## src/design/alpha_blend_blit_clipped_core_defines.svh

```systemverilog
// ----------------------------------------------------------------------------
// Alpha blend blit core: assertion macros
// Shared concurrent assertion forms used at the end of the top level.
// ----------------------------------------------------------------------------
`ifndef ALPHA_BLEND_BLIT_CLIPPED_CORE_DEFINES_SVH
`define ALPHA_BLEND_BLIT_CLIPPED_CORE_DEFINES_SVH

// Condition in this cycle requires the consequence in the same cycle.
`define ABBC_ASSERT_SAME(lbl, clk, rst, ante, cons, msg) \
   lbl: assert property (@(posedge clk) disable iff (rst) (ante) |-> (cons)) \
      else $error(msg);

// Condition in this cycle requires the consequence in the next cycle.
`define ABBC_ASSERT_NEXT(lbl, clk, rst, ante, cons, msg) \
   lbl: assert property (@(posedge clk) disable iff (rst) (ante) |=> (cons)) \
      else $error(msg);

`endif

```

## src/design/abbc_pkg.sv

```systemverilog
// ----------------------------------------------------------------------------
// Alpha blend blit core: package
// Widths, register indexes, blend constants and the pipeline control type.
// ----------------------------------------------------------------------------
package abbc_pkg;

   // Field widths.
   localparam int CoordInW  = 12;
   localparam int CsrW      = 13;
   localparam int CoordOutW = 14;
   localparam int ChanW     = 8;
   localparam int ProdW     = 2 * ChanW;
   localparam int CsrIndexW = 3;

   // Configuration register indexes.
   localparam logic [CsrIndexW-1:0] CSR_ORIGIN_X      = 3'd0;
   localparam logic [CsrIndexW-1:0] CSR_ORIGIN_Y      = 3'd1;
   localparam logic [CsrIndexW-1:0] CSR_DEST_WIDTH    = 3'd2;
   localparam logic [CsrIndexW-1:0] CSR_DEST_HEIGHT   = 3'd3;
   localparam logic [CsrIndexW-1:0] CSR_BITMAP_HEIGHT = 3'd4;

   // Full-scale channel value.
   localparam logic [ChanW-1:0] CHAN_MAX = 8'hFF;

   // Rounding bias of 127 plus the one that the divide-by-255 identity
   // (x + 1 + ((x + 1) >> 8)) >> 8 needs.
   localparam logic [ProdW-1:0] ROUND_BIAS = 16'd128;

   // Load enables for the three pipeline stages.
   typedef struct packed {
      logic s1;
      logic s2;
      logic s3;
   } pipe_adv_type;

endpackage

```

## src/design/abbc_blend_chan.sv

```systemverilog
// ----------------------------------------------------------------------------
// Alpha blend blit core: one colour channel
// Three-stage blend of one channel: products, rounded sum, divide by 255.
// ----------------------------------------------------------------------------
module abbc_blend_chan
   import abbc_pkg::*;
(
   input  logic             clock,
   input  pipe_adv_type     adv,
   input  logic [ChanW-1:0] alpha,
   input  logic [ChanW-1:0] src_chan,
   input  logic [ChanW-1:0] dst_chan,
   output logic [ChanW-1:0] result
);

   logic [ChanW-1:0] inv_alpha;
   logic [ProdW-1:0] prod_dst_in, prod_dst_ff;
   logic [ProdW-1:0] prod_src_in, prod_src_ff;
   logic [ProdW-1:0] num_in, num_ff;
   logic [ProdW-1:0] quot_sum;
   logic [ChanW-1:0] quot_in, quot_ff;

   // Stage one: the two weighted products.
   assign inv_alpha   = CHAN_MAX - alpha;
   assign prod_dst_in = {{ChanW{1'b0}}, inv_alpha} * {{ChanW{1'b0}}, dst_chan};
   assign prod_src_in = {{ChanW{1'b0}}, alpha} * {{ChanW{1'b0}}, src_chan};

   // Stage two: sum with rounding bias; stays below 65536.
   assign num_in = prod_dst_ff + prod_src_ff + ROUND_BIAS;

   // Stage three: exact division by 255 through the shift-and-add identity.
   assign quot_sum = num_ff + {{ChanW{1'b0}}, num_ff[ProdW-1:ChanW]};
   assign quot_in  = quot_sum[ProdW-1:ChanW];

   always_ff @(posedge clock) begin
      if (adv.s1) begin
         prod_dst_ff <= prod_dst_in;
         prod_src_ff <= prod_src_in;
      end
      if (adv.s2) begin
         num_ff <= num_in;
      end
      if (adv.s3) begin
         quot_ff <= quot_in;
      end
   end

   assign result = quot_ff;

endmodule

```

## src/design/abbc_coord.sv

```systemverilog
// ----------------------------------------------------------------------------
// Alpha blend blit core: coordinate mapping and clipping
// Maps the source column and row to destination coordinates over three
// stages and decides whether the point lies inside the destination.
// ----------------------------------------------------------------------------
module abbc_coord
   import abbc_pkg::*;
(
   input  logic                        clock,
   input  pipe_adv_type                adv,
   input  logic signed [CsrW-1:0]      origin_x,
   input  logic signed [CsrW-1:0]      origin_y,
   input  logic [CsrW-1:0]             dest_width,
   input  logic [CsrW-1:0]             dest_height,
   input  logic [CsrW-1:0]             bitmap_height,
   input  logic [CoordInW-1:0]         src_col,
   input  logic [CoordInW-1:0]         src_row,
   output logic signed [CoordOutW-1:0] dest_x,
   output logic signed [CoordOutW-1:0] dest_y,
   output logic                        inside_res
);

   // The row result needs one bit more than the output before wrapping.
   localparam int YW = CoordOutW + 1;

   logic [CoordOutW-1:0] x1_in, x1_ff, x2_ff, x3_ff;
   logic [YW-1:0]        ybase1_in, ybase1_ff;
   logic [CoordInW-1:0]  row1_ff;
   logic [YW-1:0]        y2_in, y2_ff;
   logic                 x_ok2_in, x_ok2_ff;
   logic                 y_ok;
   logic [CoordOutW-1:0] y3_in, y3_ff;
   logic                 inside3_in, inside3_ff;

   // Stage one: column offset and the flipped row base.
   assign x1_in     = {origin_x[CsrW-1], origin_x} + {2'b00, src_col};
   assign ybase1_in = {{(YW-CsrW){origin_y[CsrW-1]}}, origin_y}
                      + {{(YW-CsrW){1'b0}}, bitmap_height} - {{(YW-1){1'b0}}, 1'b1};

   // Stage two: subtract the row and test the column.
   assign y2_in    = ybase1_ff - {{(YW-CoordInW){1'b0}}, row1_ff};
   assign x_ok2_in = !x1_ff[CoordOutW-1] && (x1_ff[CsrW-1:0] < dest_width);

   // Stage three: test the row and wrap it to the output width.
   assign y_ok       = !y2_ff[YW-1] && (y2_ff[CoordOutW-1:0] < {1'b0, dest_height});
   assign inside3_in = x_ok2_ff && y_ok;
   assign y3_in      = y2_ff[CoordOutW-1:0];

   always_ff @(posedge clock) begin
      if (adv.s1) begin
         x1_ff     <= x1_in;
         ybase1_ff <= ybase1_in;
         row1_ff   <= src_row;
      end
      if (adv.s2) begin
         x2_ff    <= x1_ff;
         y2_ff    <= y2_in;
         x_ok2_ff <= x_ok2_in;
      end
      if (adv.s3) begin
         x3_ff      <= x2_ff;
         y3_ff      <= y3_in;
         inside3_ff <= inside3_in;
      end
   end

   assign dest_x     = x3_ff;
   assign dest_y     = y3_ff;
   assign inside_res = inside3_ff;

endmodule

```

## src/design/alpha_blend_blit_clipped_core.sv

```systemverilog
// ----------------------------------------------------------------------------
// Alpha blend blit core: top level
// Blends one source ARGB pixel over a destination pixel and maps it to
// clipped destination coordinates, one word per clock when not stalled.
// ----------------------------------------------------------------------------
// The core takes a new word on every clock while the result side does not
// stall, and delivers one result word for each. Each word passes through the
// three register stages of the channel blend (products, rounded sum, divide
// by 255), which the coordinate path follows in step. A stalled stage holds
// its word while empty stages ahead of it keep filling, so the input stalls
// only once every stage holds a word. The configuration registers are read
// directly by the pipeline and should be written only while no word is in
// flight.
`include "alpha_blend_blit_clipped_core_defines.svh"

module alpha_blend_blit_clipped_core
   import abbc_pkg::*;
(
   input  logic                        clock,
   input  logic                        reset,
   // Input words
   input  logic                        req_valid,
   output logic                        req_stall,
   input  logic [CoordInW-1:0]         req_src_col,
   input  logic [CoordInW-1:0]         req_src_row,
   input  logic [31:0]                 req_src_pixel,
   input  logic [31:0]                 req_dest_pixel,
   // Result words
   output logic                        rsp_valid,
   input  logic                        rsp_stall,
   output logic signed [CoordOutW-1:0] rsp_dest_x,
   output logic signed [CoordOutW-1:0] rsp_dest_y,
   output logic [23:0]                 rsp_blended,
   output logic                        rsp_inside_res,
   // Configuration writes
   input  logic                        csr_write,
   input  logic [CsrIndexW-1:0]        csr_index,
   input  logic [CsrW-1:0]             csr_data
);

   logic signed [CsrW-1:0] origin_x_ff, origin_y_ff;
   logic [CsrW-1:0]        dest_width_ff, dest_height_ff, bitmap_height_ff;
   logic                   v1_ff, v2_ff, v3_ff;
   logic                   ready1, ready2, ready3;
   pipe_adv_type           adv;
   logic [ChanW-1:0]       blend_chan [3];

   // Configuration registers.
   always_ff @(posedge clock) begin
      if (reset) begin
         origin_x_ff      <= '0;
         origin_y_ff      <= '0;
         dest_width_ff    <= '0;
         dest_height_ff   <= '0;
         bitmap_height_ff <= {{(CsrW-1){1'b0}}, 1'b1};
      end else if (csr_write) begin
         unique case (csr_index)
            CSR_ORIGIN_X:      origin_x_ff      <= csr_data;
            CSR_ORIGIN_Y:      origin_y_ff      <= csr_data;
            CSR_DEST_WIDTH:    dest_width_ff    <= csr_data;
            CSR_DEST_HEIGHT:   dest_height_ff   <= csr_data;
            CSR_BITMAP_HEIGHT: bitmap_height_ff <= csr_data;
            default: ;
         endcase
      end
   end

   // Stage readiness: a stage loads when it is empty or its word moves on.
   assign ready3    = !v3_ff || !rsp_stall;
   assign ready2    = !v2_ff || ready3;
   assign ready1    = !v1_ff || ready2;
   assign adv.s1    = ready1;
   assign adv.s2    = ready2;
   assign adv.s3    = ready3;
   assign req_stall = !ready1;

   // Valid bits travelling with the words.
   always_ff @(posedge clock) begin
      if (reset) begin
         v1_ff <= 1'b0;
         v2_ff <= 1'b0;
         v3_ff <= 1'b0;
      end else begin
         if (ready1) begin
            v1_ff <= req_valid;
         end
         if (ready2) begin
            v2_ff <= v1_ff;
         end
         if (ready3) begin
            v3_ff <= v2_ff;
         end
      end
   end

   // Coordinate mapping and clip test.
   abbc_coord u_coord (
      .clock         (clock),
      .adv           (adv),
      .origin_x      (origin_x_ff),
      .origin_y      (origin_y_ff),
      .dest_width    (dest_width_ff),
      .dest_height   (dest_height_ff),
      .bitmap_height (bitmap_height_ff),
      .src_col       (req_src_col),
      .src_row       (req_src_row),
      .dest_x        (rsp_dest_x),
      .dest_y        (rsp_dest_y),
      .inside_res    (rsp_inside_res)
   );

   // One blend lane for each of blue, green and red.
   for (genvar c = 0; c < 3; c++) begin : g_chan
      abbc_blend_chan u_blend (
         .clock    (clock),
         .adv      (adv),
         .alpha    (req_src_pixel[31:24]),
         .src_chan (req_src_pixel[c*ChanW +: ChanW]),
         .dst_chan (req_dest_pixel[c*ChanW +: ChanW]),
         .result   (blend_chan[c])
      );
   end

   assign rsp_valid   = v3_ff;
   assign rsp_blended = {blend_chan[2], blend_chan[1], blend_chan[0]};

   // Checks on the pipeline control.
   `ABBC_ASSERT_SAME(a_stall_only_when_full, clock, reset, !v1_ff, !req_stall, "input stalled")
   `ABBC_ASSERT_NEXT(a_stage2_moves_on, clock, reset, v2_ff && ready3, rsp_valid, "word lost")
   `ABBC_ASSERT_NEXT(a_stage1_held, clock, reset, v1_ff && !ready2, v1_ff, "held word dropped")

endmodule
```

## config.mk

```make
export PLATFORM = sky130hd
export DESIGN_NAME = alpha_blend_blit_clipped_core
export DESIGN_NICKNAME = d
export VERILOG_FILES = /design/src/design/abbc_pkg.sv /design/src/design/abbc_blend_chan.sv /design/src/design/abbc_coord.sv /design/src/design/alpha_blend_blit_clipped_core.sv
export VERILOG_INCLUDE_DIRS = /design/src /design/src/design
export SDC_FILE = /design/constraint.sdc
export NUM_CORES = 1
export LEC_CHECK = 0
export ABC_AREA = 0
export BUFFER_PORTS_ARGS = -buffer_cell sky130_fd_sc_hd__buf_2
export CORE_MARGIN = 3
export CORE_UTILIZATION = 55
export CTS_CLUSTER_SIZE = 12
export DETAILED_ROUTE_END_ITERATION = 10
export PLACE_DENSITY = 0.72
export SLEW_MARGIN = 20
export SYNTH_ARGS = -nofsm -noshare
export SYNTH_HDL_FRONTEND = slang
export SYNTH_SLANG_ARGS = --single-unit
```

## constraint.sdc

```tcl
create_clock -name clock -period 5.27 [get_ports clock]
set_input_delay 0.2635 -clock clock [delete_from_list [all_inputs] [get_ports clock]]
set_output_delay 0.2635 -clock clock [all_outputs]
set_load 0.02 [all_outputs]
```

==> results.md, run 1 <==
* Pint at 0.009494 W
* Final slew viol count at 0
* P per Cell Area at 486.7 mW/mm²
* Post-Route M1 WL at 27.60 mm
* Leakage power at 14.93 nW
* Nets at 3734
* Setup CP Type: in -> reg
* Total GRT Usage at 22.67%
* 1st-pass router iterations at 7
* Startpoint Class: input port
* CP cell instances: buf_2, buf_4, nand2_1, fa_1, fa_1, inv_1, fa_1, inv_1, fa_1, inv_1, ha_1, o21ai_0, a21oi_1, o41ai_2, or4b_1, o211ai_1
* Slew @ Worst Pin at 1.029 ns
* Gate Count Post-Synth at 2825
* Vias/cell at 5.459
* 1st-iter DRT viols at 1105
* Worst path slowest cell: fa_1
* Share of total power in sequential cells at 29.1%
* Library cells used by synthesis at 67
* Die width at 235.6 µm
* Final Cell Area at 0.03215 mm²
* Routed wl met3 at 3.252 mm
* Worst-Skew Late Latency at 0.56 ns
* Clock power frac at 18.0%
* Synth top area share at 27.75%
* Synth area leaders: edfxtp_1 28%, ha_1 17%, fa_1 15%
* DRT antenna net count at 0
* Clock Path Buffers at 3
* CP Capture Type: register
* Post-DP Area at 0.03063 mm²
* Vias in the first global route at 21020
* Worst Hold Launch: csr_data[3]
* F_max at 229.0 MHz
* Number of synthesized flops with an enable pin at 268
* Setup bufs post-CTS at 0
* Final Skew at 0.01515 ns
* Min-delay worst type: in -> reg
* Synthesized Nets at 3555
* CTS root buf: clkbuf_16
* Final Hold Viols at 0
* DR DRC count at 0
* Unrepaired setup endpoints after global routing: false
* FP Rows at 83
* Sequential fraction of the synthesis area at 32.45%
* Crit-path most repeated cell: fa_1
* Hpwl dp at 47.75 mm
* NetSw at 0.006154 W
* Mean Syn Cell Area at 10.26 µm²
* Synthesis-stage register bit count at 336
* Clock sinks at 336
* Final worst-path cycle share at 82.85%
* CP max FO at 26
* Max Used Layer: met4
* GR Overflow Total at 0
* Synth area leader: edfxtp_1
* Reg2Reg Setup Slack at 2.27 ns
* Sw Share at 39.33%
* Maxcap violations at 0
* Worst flop-to-flop path startpoint: g_chan[1].u_blend.prod_src_ff[1]$_DFFE_PN_
* First-pass GRT wire length at 104.3 mm
* Area growth syn-to-layout at 10.86%
* Max-Slew Margin vs Limit at 31.41%
* Ports at 164
* Layout cells sized above 1 at 8.501%
* Die area at 0.05551 mm²
* Slowest stage delay, CP at 0.55 ns
* Quantity of gates resized following cts at 0
* CTS tree: done
* DR vias at 20280
* Final Setup Violations at 0
* Reg2Reg Depth at 9
* Req. time, crit path at 5.65 ns
* Tmin final at 4.366 ns
* Met2 wire length at 29.37 mm
* Crit path to: g_chan[1].u_blend.prod_src_ff[13]$_DFFE_PN_
* # port buffers at 155
* Largest net degree at the start of global routing at 79
* VDD IR-drop max at 312.6 µV
* Initial Utilization at 56.07%
* Cell Count, Final, Fillers Out at 3715
* FFs w/ async S/R, synth at 0%
* Status: finished clean
* TritonCTS Buffers at 40
* # hold bufs at CTS at 17
* H-Tree Depth at 2
* R2R Path End: g_chan[1].u_blend.num_ff[15]$_DFFE_PP_
* Post-DR wirelength/cell at 16.64 µm
* Setup TNS at 0 ns
* Placer Congestion at 0.8628
* Antenna Cells at 0
* Worst EP arrival at 4.75 ns
* Mapped Area at 0.02900 mm²
* Yosys warning count at 0
* Worst-path clk slew at 0.06 ns
* Die Y at 235.6 µm
* Main synth FF type: edfxtp_1
* Inst Count DP at 3625
* Initial antenna violation count at 0
* Core area at 0.05172 mm²
* Final wirelength at 61.82 mm
* Combinational share of power at 52.8%
* Crit path launch: req_src_pixel[28]
[worst max-delay path: cells and delay by family]
kind                     cells  cell delay, ns
adder cells (fa/ha/maj)      5            2.32
buffers and inverters        5            0.87
AO/OA/AOI/OAI                4            0.69
AND/OR/NAND/NOR              2            0.60
[cells in the final DEF, fill, tap and decap left out, types with 15 or more instances in the layout]
cell type / count
nor2b_1: 185
o21ai_1: 28
buf_4: 26
and2_1: 163
clkbuf_16: 41
buf_2: 155
fa_1: 223
dfxtp_1: 68
o21ai_0: 35
xor2_1: 28
nor3_1: 15
a211oi_1: 19
nand2b_1: 54
a21oi_1: 177
ha_1: 398
xnor2_1: 124
nor2_1: 97
dlygate4sd3_1: 17
o21a_1: 21
inv_1: 409
a21o_1: 54
nand3_1: 27
edfxtp_1: 268
nand2_1: 211
[logic make-up (layout without fill, tap and decap cells)]
logic type      count (synthesis)  in the layout  synth area share, %
xor+xnor                      152            152                4.591
fa+ha+maj                     621            621                32.57
compound gates                434            434                9.527
buf+inv                       473            683                6.127
simple gates                  807            807                14.67
flops                         336            336                32.45
mux                             2              2              0.06904
[stage by stage]
step                power (W)  util [%]  setup WS, ns  hold slack (ns)
global route          0.01701     62.16        0.7217          0.02479
detailed placement    0.01278     59.23        0.3435           0.4056
CTS                   0.01576     62.16        0.9412         0.001002
finish                0.01565     62.16        0.9036          0.04040
floorplan             0.01074         -        0.6407           0.3624
global placement      0.01251     59.23        0.4555           0.4028
[cell type report]
class | count | area (µm²)
fillers | 4234 | 19570
multi-input cells | 2016 | 17820
flip-flops and latches | 336 | 9409
inverters | 410 | 1540
repair buffers | 200 | 1181
clock buffers | 52 | 1097
well taps | 680 | 850.8
clock inverters | 21 | 247.7
[sequential cells by signal (all words and copies together) (netlist names), 12 cells and up]
name	cells
u_coord.dest_y	14
g_chan.u_blend.result	24
u_coord.row1_ff	12
u_coord.x2_ff	14
bitmap_height_ff	13
u_coord.dest_x	14
origin_y_ff	13
u_coord.ybase1_ff	15
u_coord.x1_ff	14
g_chan.u_blend.num_ff	48
dest_width_ff	13
g_chan.u_blend.prod_src_ff	48
g_chan.u_blend.prod_dst_ff	48
u_coord.y2_ff	15
origin_x_ff	13
dest_height_ff	13
[routing by layer]
metal,vias to the layer above,track usage [%]
met5,-,0
met4,0,7.135
met3,102,3.081
met2,512,38.21
met1,9852,30.50
li1,9815,-
[worst min-delay path by stage]
stage                                                  end  cells past startpoint  slack [ns]
after floorplan               u_coord.row1_ff[0]$_DFFE_PN_                      0        0.36
after global placement         u_coord.dest_x[0]$_DFFE_PP_                      0        0.40
after detailed placement      u_coord.dest_x[13]$_DFFE_PP_                      0        0.41
after CTS                       u_coord.x1_ff[0]$_DFFE_PN_                      2       0.001
after global routing            u_coord.x1_ff[0]$_DFFE_PN_                      2        0.02
final                     bitmap_height_ff[3]$_SDFFE_PP0P_                      3        0.04
[Yosys cell counts (15+ instances only)]
library cell  count
inv_1           410
ha_1            398
edfxtp_1        268
fa_1            223
nand2_1         213
nor2b_1         185
a21oi_1         177
and2_1          163
xnor2_1         124
nor2_1           97
dfxtp_1          68
clkbuf_1         61
a21o_1           54
nand2b_1         54
o21ai_0          35
o21ai_1          28
xor2_1           28
nand3_1          27
o21a_1           21
a211oi_1         19
nor3_1           15
[power by group through the flow]
stage / Sequential, W / Clock [W] / Combinational, W
final: 0.00456 / 0.00282 / 0.00827
after global routing: 0.00464 / 0.00302 / 0.00935
after CTS: 0.00457 / 0.00290 / 0.00828
after detailed placement: 0.00462 / 0 / 0.00816
after global placement: 0.00459 / 0 / 0.00791
after floorplan: 0.00466 / 0 / 0.00608
Note: power is estimated with default switching activity, not from simulation.
==> inputs of run 2 (changes only) <==
--- a/config.mk
+++ b/config.mk
@@ -12,7 +12,7 @@
 export CORE_UTILIZATION = 55
 export CTS_CLUSTER_SIZE = 12
 export DETAILED_ROUTE_END_ITERATION = 10
-export PLACE_DENSITY = 0.72
+export PLACE_DENSITY = 0.75
 export SLEW_MARGIN = 20
 export SYNTH_ARGS = -nofsm -noshare
 export SYNTH_HDL_FRONTEND = slang
==> constraint.sdc (replaced) <==
create_clock -name clock -period 3.8 [get_ports clock]
set_input_delay 0.19 -clock clock [delete_from_list [all_inputs] [get_ports clock]]
set_output_delay 0.19 -clock clock [all_outputs]
set_load 0.02 [all_outputs]
==> results.md, run 2 (synthesis results as in run 1) <==
* P per Cell Area at 679.5 mW/mm² (was 486.7 mW/mm²)
* Worst-Skew Late Latency at 0.56 ns (about the same)
* Hpwl dp at 51.46 mm (was 47.75 mm)
* Pint at 0.01413 W (was 0.009494 W)
* Vias in the first global route at 22430 (was 21020)
* TritonCTS Buffers at 38 (was 40)
* Area growth syn-to-layout at 17.88% (was 10.86%)
* Post-Route M1 WL at 28.54 mm (was 27.60 mm)
* Leakage power at 15.94 nW (was 14.93 nW)
* Post-place setup slack at -0.6775 ns (was 0.3435 ns)
* Maxcap violations at 0 (unchanged)
* Share of total power in sequential cells at 27.3% (was 29.1%)
* Layout cells sized above 1 at 16.02% (was 8.501%)
* CP max FO at 8 (was 26)
* Max-Slew Margin vs Limit at 30.81% (was 31.41%)
* Most common cell after layout, fill and taps aside: inv_1 (unchanged)
* Status: finished clean (unchanged)
* Die Y at 235.6 µm (unchanged)
* Initial Utilization at 56.07% (unchanged)
* DRT antenna net count at 0 (unchanged)
* NetSw at 0.009102 W (was 0.006154 W)
* Clock sinks at 336 (unchanged)
* Initial antenna violation count at 3 (was 0)
* # port buffers at 155 (unchanged)
* Final Hold Viols at 0 (unchanged)
* Req. time, crit path at 4.19 ns (was 5.65 ns)
* Met2 wire length at 31.36 mm (was 29.37 mm)
* Final Cell Area at 0.03418 mm² (was 0.03215 mm²)
* Setup ws final at 0.03997 ns (was 0.9036 ns)
* Max Used Layer: met5 (was met4)
* Total Power at 0.02323 W (was 0.01565 W)
* Setup CP Type: in -> reg (unchanged)
* Unrepaired setup endpoints after global routing: true (was false)
* Worst-path clk slew at 0.06 ns (about the same)
* CTS root buf: clkbuf_16 (unchanged)
* Core area at 0.05172 mm² (unchanged)
* Ports at 164 (unchanged)
* Post-DP Area at 0.03247 mm² (was 0.03063 mm²)
* Combinational share of power at 57.4% (was 52.8%)
* Clock Path Buffers at 3 (unchanged)
* Vias/cell at 5.424 (was 5.459)
* Inst Count DP at 3801 (was 3625)
* Total GRT Usage at 24.13% (was 22.67%)
* Slew @ Worst Pin at 1.038 ns (was 1.029 ns)
* Largest net degree at the start of global routing at 139 (was 79)
* Clock power frac at 15.4% (was 18.0%)
* Fillers at 3987 (was 4234)
* 1st-pass router iterations at 7 (unchanged)
* F_max at 266.0 MHz
* Highest-count cells in the layout ignoring fill and taps: 405 x inv_1, 379 x ha_1, 268 x edfxtp_1 (was 409 x inv_1, 398 x ha_1, 268 x edfxtp_1)
* Sw Share at 39.19% (was 39.33%)
* DR DRC count at 0 (unchanged)
* Final wirelength at 65.45 mm (was 61.82 mm)
* Cell Count, Final, Fillers Out at 3902 (was 3715)
* Final slew viol count at 0 (unchanged)
* Die width at 235.6 µm (unchanged)
* Nets at 3922 (was 3734)
* Largest registers: g_chan.u_blend.num_ff: 48 flops, g_chan.u_blend.prod_dst_ff: 48 flops, g_chan.u_blend.prod_src_ff: 48 flops (unchanged)
* FP Rows at 83 (unchanged)
* Final Skew at 0.01282 ns (was 0.01515 ns)
* CTS tree: done (unchanged)
* VDD IR-drop max at 480.0 µV (was 312.6 µV)
* Post-DR wirelength/cell at 16.77 µm (was 16.64 µm)
* Routed wl met3 at 3.640 mm (was 3.252 mm)
* DR vias at 21160 (was 20280)
* Final worst-path cycle share at 98.95%
* 1st-iter DRT viols at 1152 (was 1105)
* Tmin final at 3.760 ns
* Min-delay worst type: in -> reg (unchanged)
* GR Overflow Total at 0 (unchanged)
* First-pass GRT wire length at 110.5 mm (was 104.3 mm)
* Placer Congestion at 0.9025 (was 0.8628)
* H-Tree Depth at 2 (unchanged)
* Startpoint Class: input port (unchanged)
* CP Capture Type: register (unchanged)
* Final Setup Violations at 0 (unchanged)
* Worst EP arrival at 4.15 ns (was 4.75 ns)
* Die area at 0.05551 mm² (unchanged)
## run 2: cell types whose count changed in the layout (fill, tap and decap cells not counted), moves of 9 or more
cell and delta:
a21oi_2 +9, nor2b_1 -11, ha_4 +18, a21oi_1 -9, ha_1 -19, o21ai_2 +10, buf_4 +171, dlygate4sd3_1 +11
nand2b_1 -11, nand2b_4 +11, nor2b_2 +11, clkbuf_1 +9
## run 2: critical path, cell delays in order
cell and delay, ns:
buf_12 0.12, buf_12 0.12, buf_8 0.12, and2_4 0.13, fa_1 0.57, fa_1 0.45, fa_1 0.54, inv_2 0.04
fa_1 0.51, inv_2 0.05, ha_4 0.22, o21ai_2 0.06, a21oi_2 0.07, o41ai_4 0.38, or4b_1 0.47, o211ai_1 0.11
## run 2: final cells by class
type | count | area [µm²] | share of cell area, %
Antenna cell | 1 | 2.502 | 0.007321
Clock buffer | 61 | 1120 | 3.276
Clock inverter | 8 | 93.84 | 0.2745
Inverter | 410 | 1540 | 4.506
Multi-Input combinational cell | 2016 | 18400 | 53.83
Sequential cell | 336 | 9409 | 27.53
Tap cell | 680 | 850.8 | 2.489
Timing Repair Buffer | 390 | 2766 | 8.093
## run 2: power by group through the flow
stage	clock network, W	logic (W)	registers, W
3_5_place_dp	0	0.0130	0.00641
5_1_grt	0.00381	0.0149	0.00644
4_1_cts	0.00366	0.0132	0.00635
3_3_place_gp	0	0.0126	0.00637
6_report	0.00357	0.0133	0.00633
2_1_floorplan	0	0.00896	0.00647
## run 2: what timing repair did
action	CTS	global route
setup endpoints to repair	9	25
endpoints found under the hold margin	79	0
hold buffers	28	0
pin swaps	0	12
gates resized for setup	4	41
setup buffers	0	3
## run 2: path summary, 6_finish.rpt
kind,startpoint,endpoint,slack [ns],cells after the start
setup / recovery,req_src_pixel[25],g_chan[1].u_blend.prod_src_ff[13]$_DFFE_PN_,0.04,16
hold / removal,req_dest_pixel[0],g_chan[0].u_blend.prod_dst_ff[0]$_DFFE_PN_,0.06,2
setup reg to reg,g_chan[1].u_blend.prod_src_ff[1]$_DFFE_PN_,g_chan[1].u_blend.num_ff[15]$_DFFE_PP_,0.81,9
hold reg to reg,u_coord.x2_ff[2]$_DFFE_PP_,u_coord.dest_x[2]$_DFFE_PP_,0.42,0
## run 2: metrics by stage
| step | utilization (%) | TNS, ns | hold slack [ns] |
|---|---|---|---|
| 3_3_place_gp | 62.79 | -18.17 | 0.3677 |
| 5_1_grt | 66.09 | -0.08655 | 0.03741 |
| 6_report | 66.09 | 0 | 0.06492 |
| 3_5_place_dp | 62.79 | -21.28 | 0.3681 |
| 2_1_floorplan | - | -1.240 | 0.2889 |
| 4_1_cts | 65.72 | -0.01794 | 0.01585 |
## run 2: routing by layer
metal  vias up  GRT usage, %
li1      10190             -
met1     10290         31.80
met2       561         41.16
met3       127         3.444
met4         4         7.872
met5         -             0
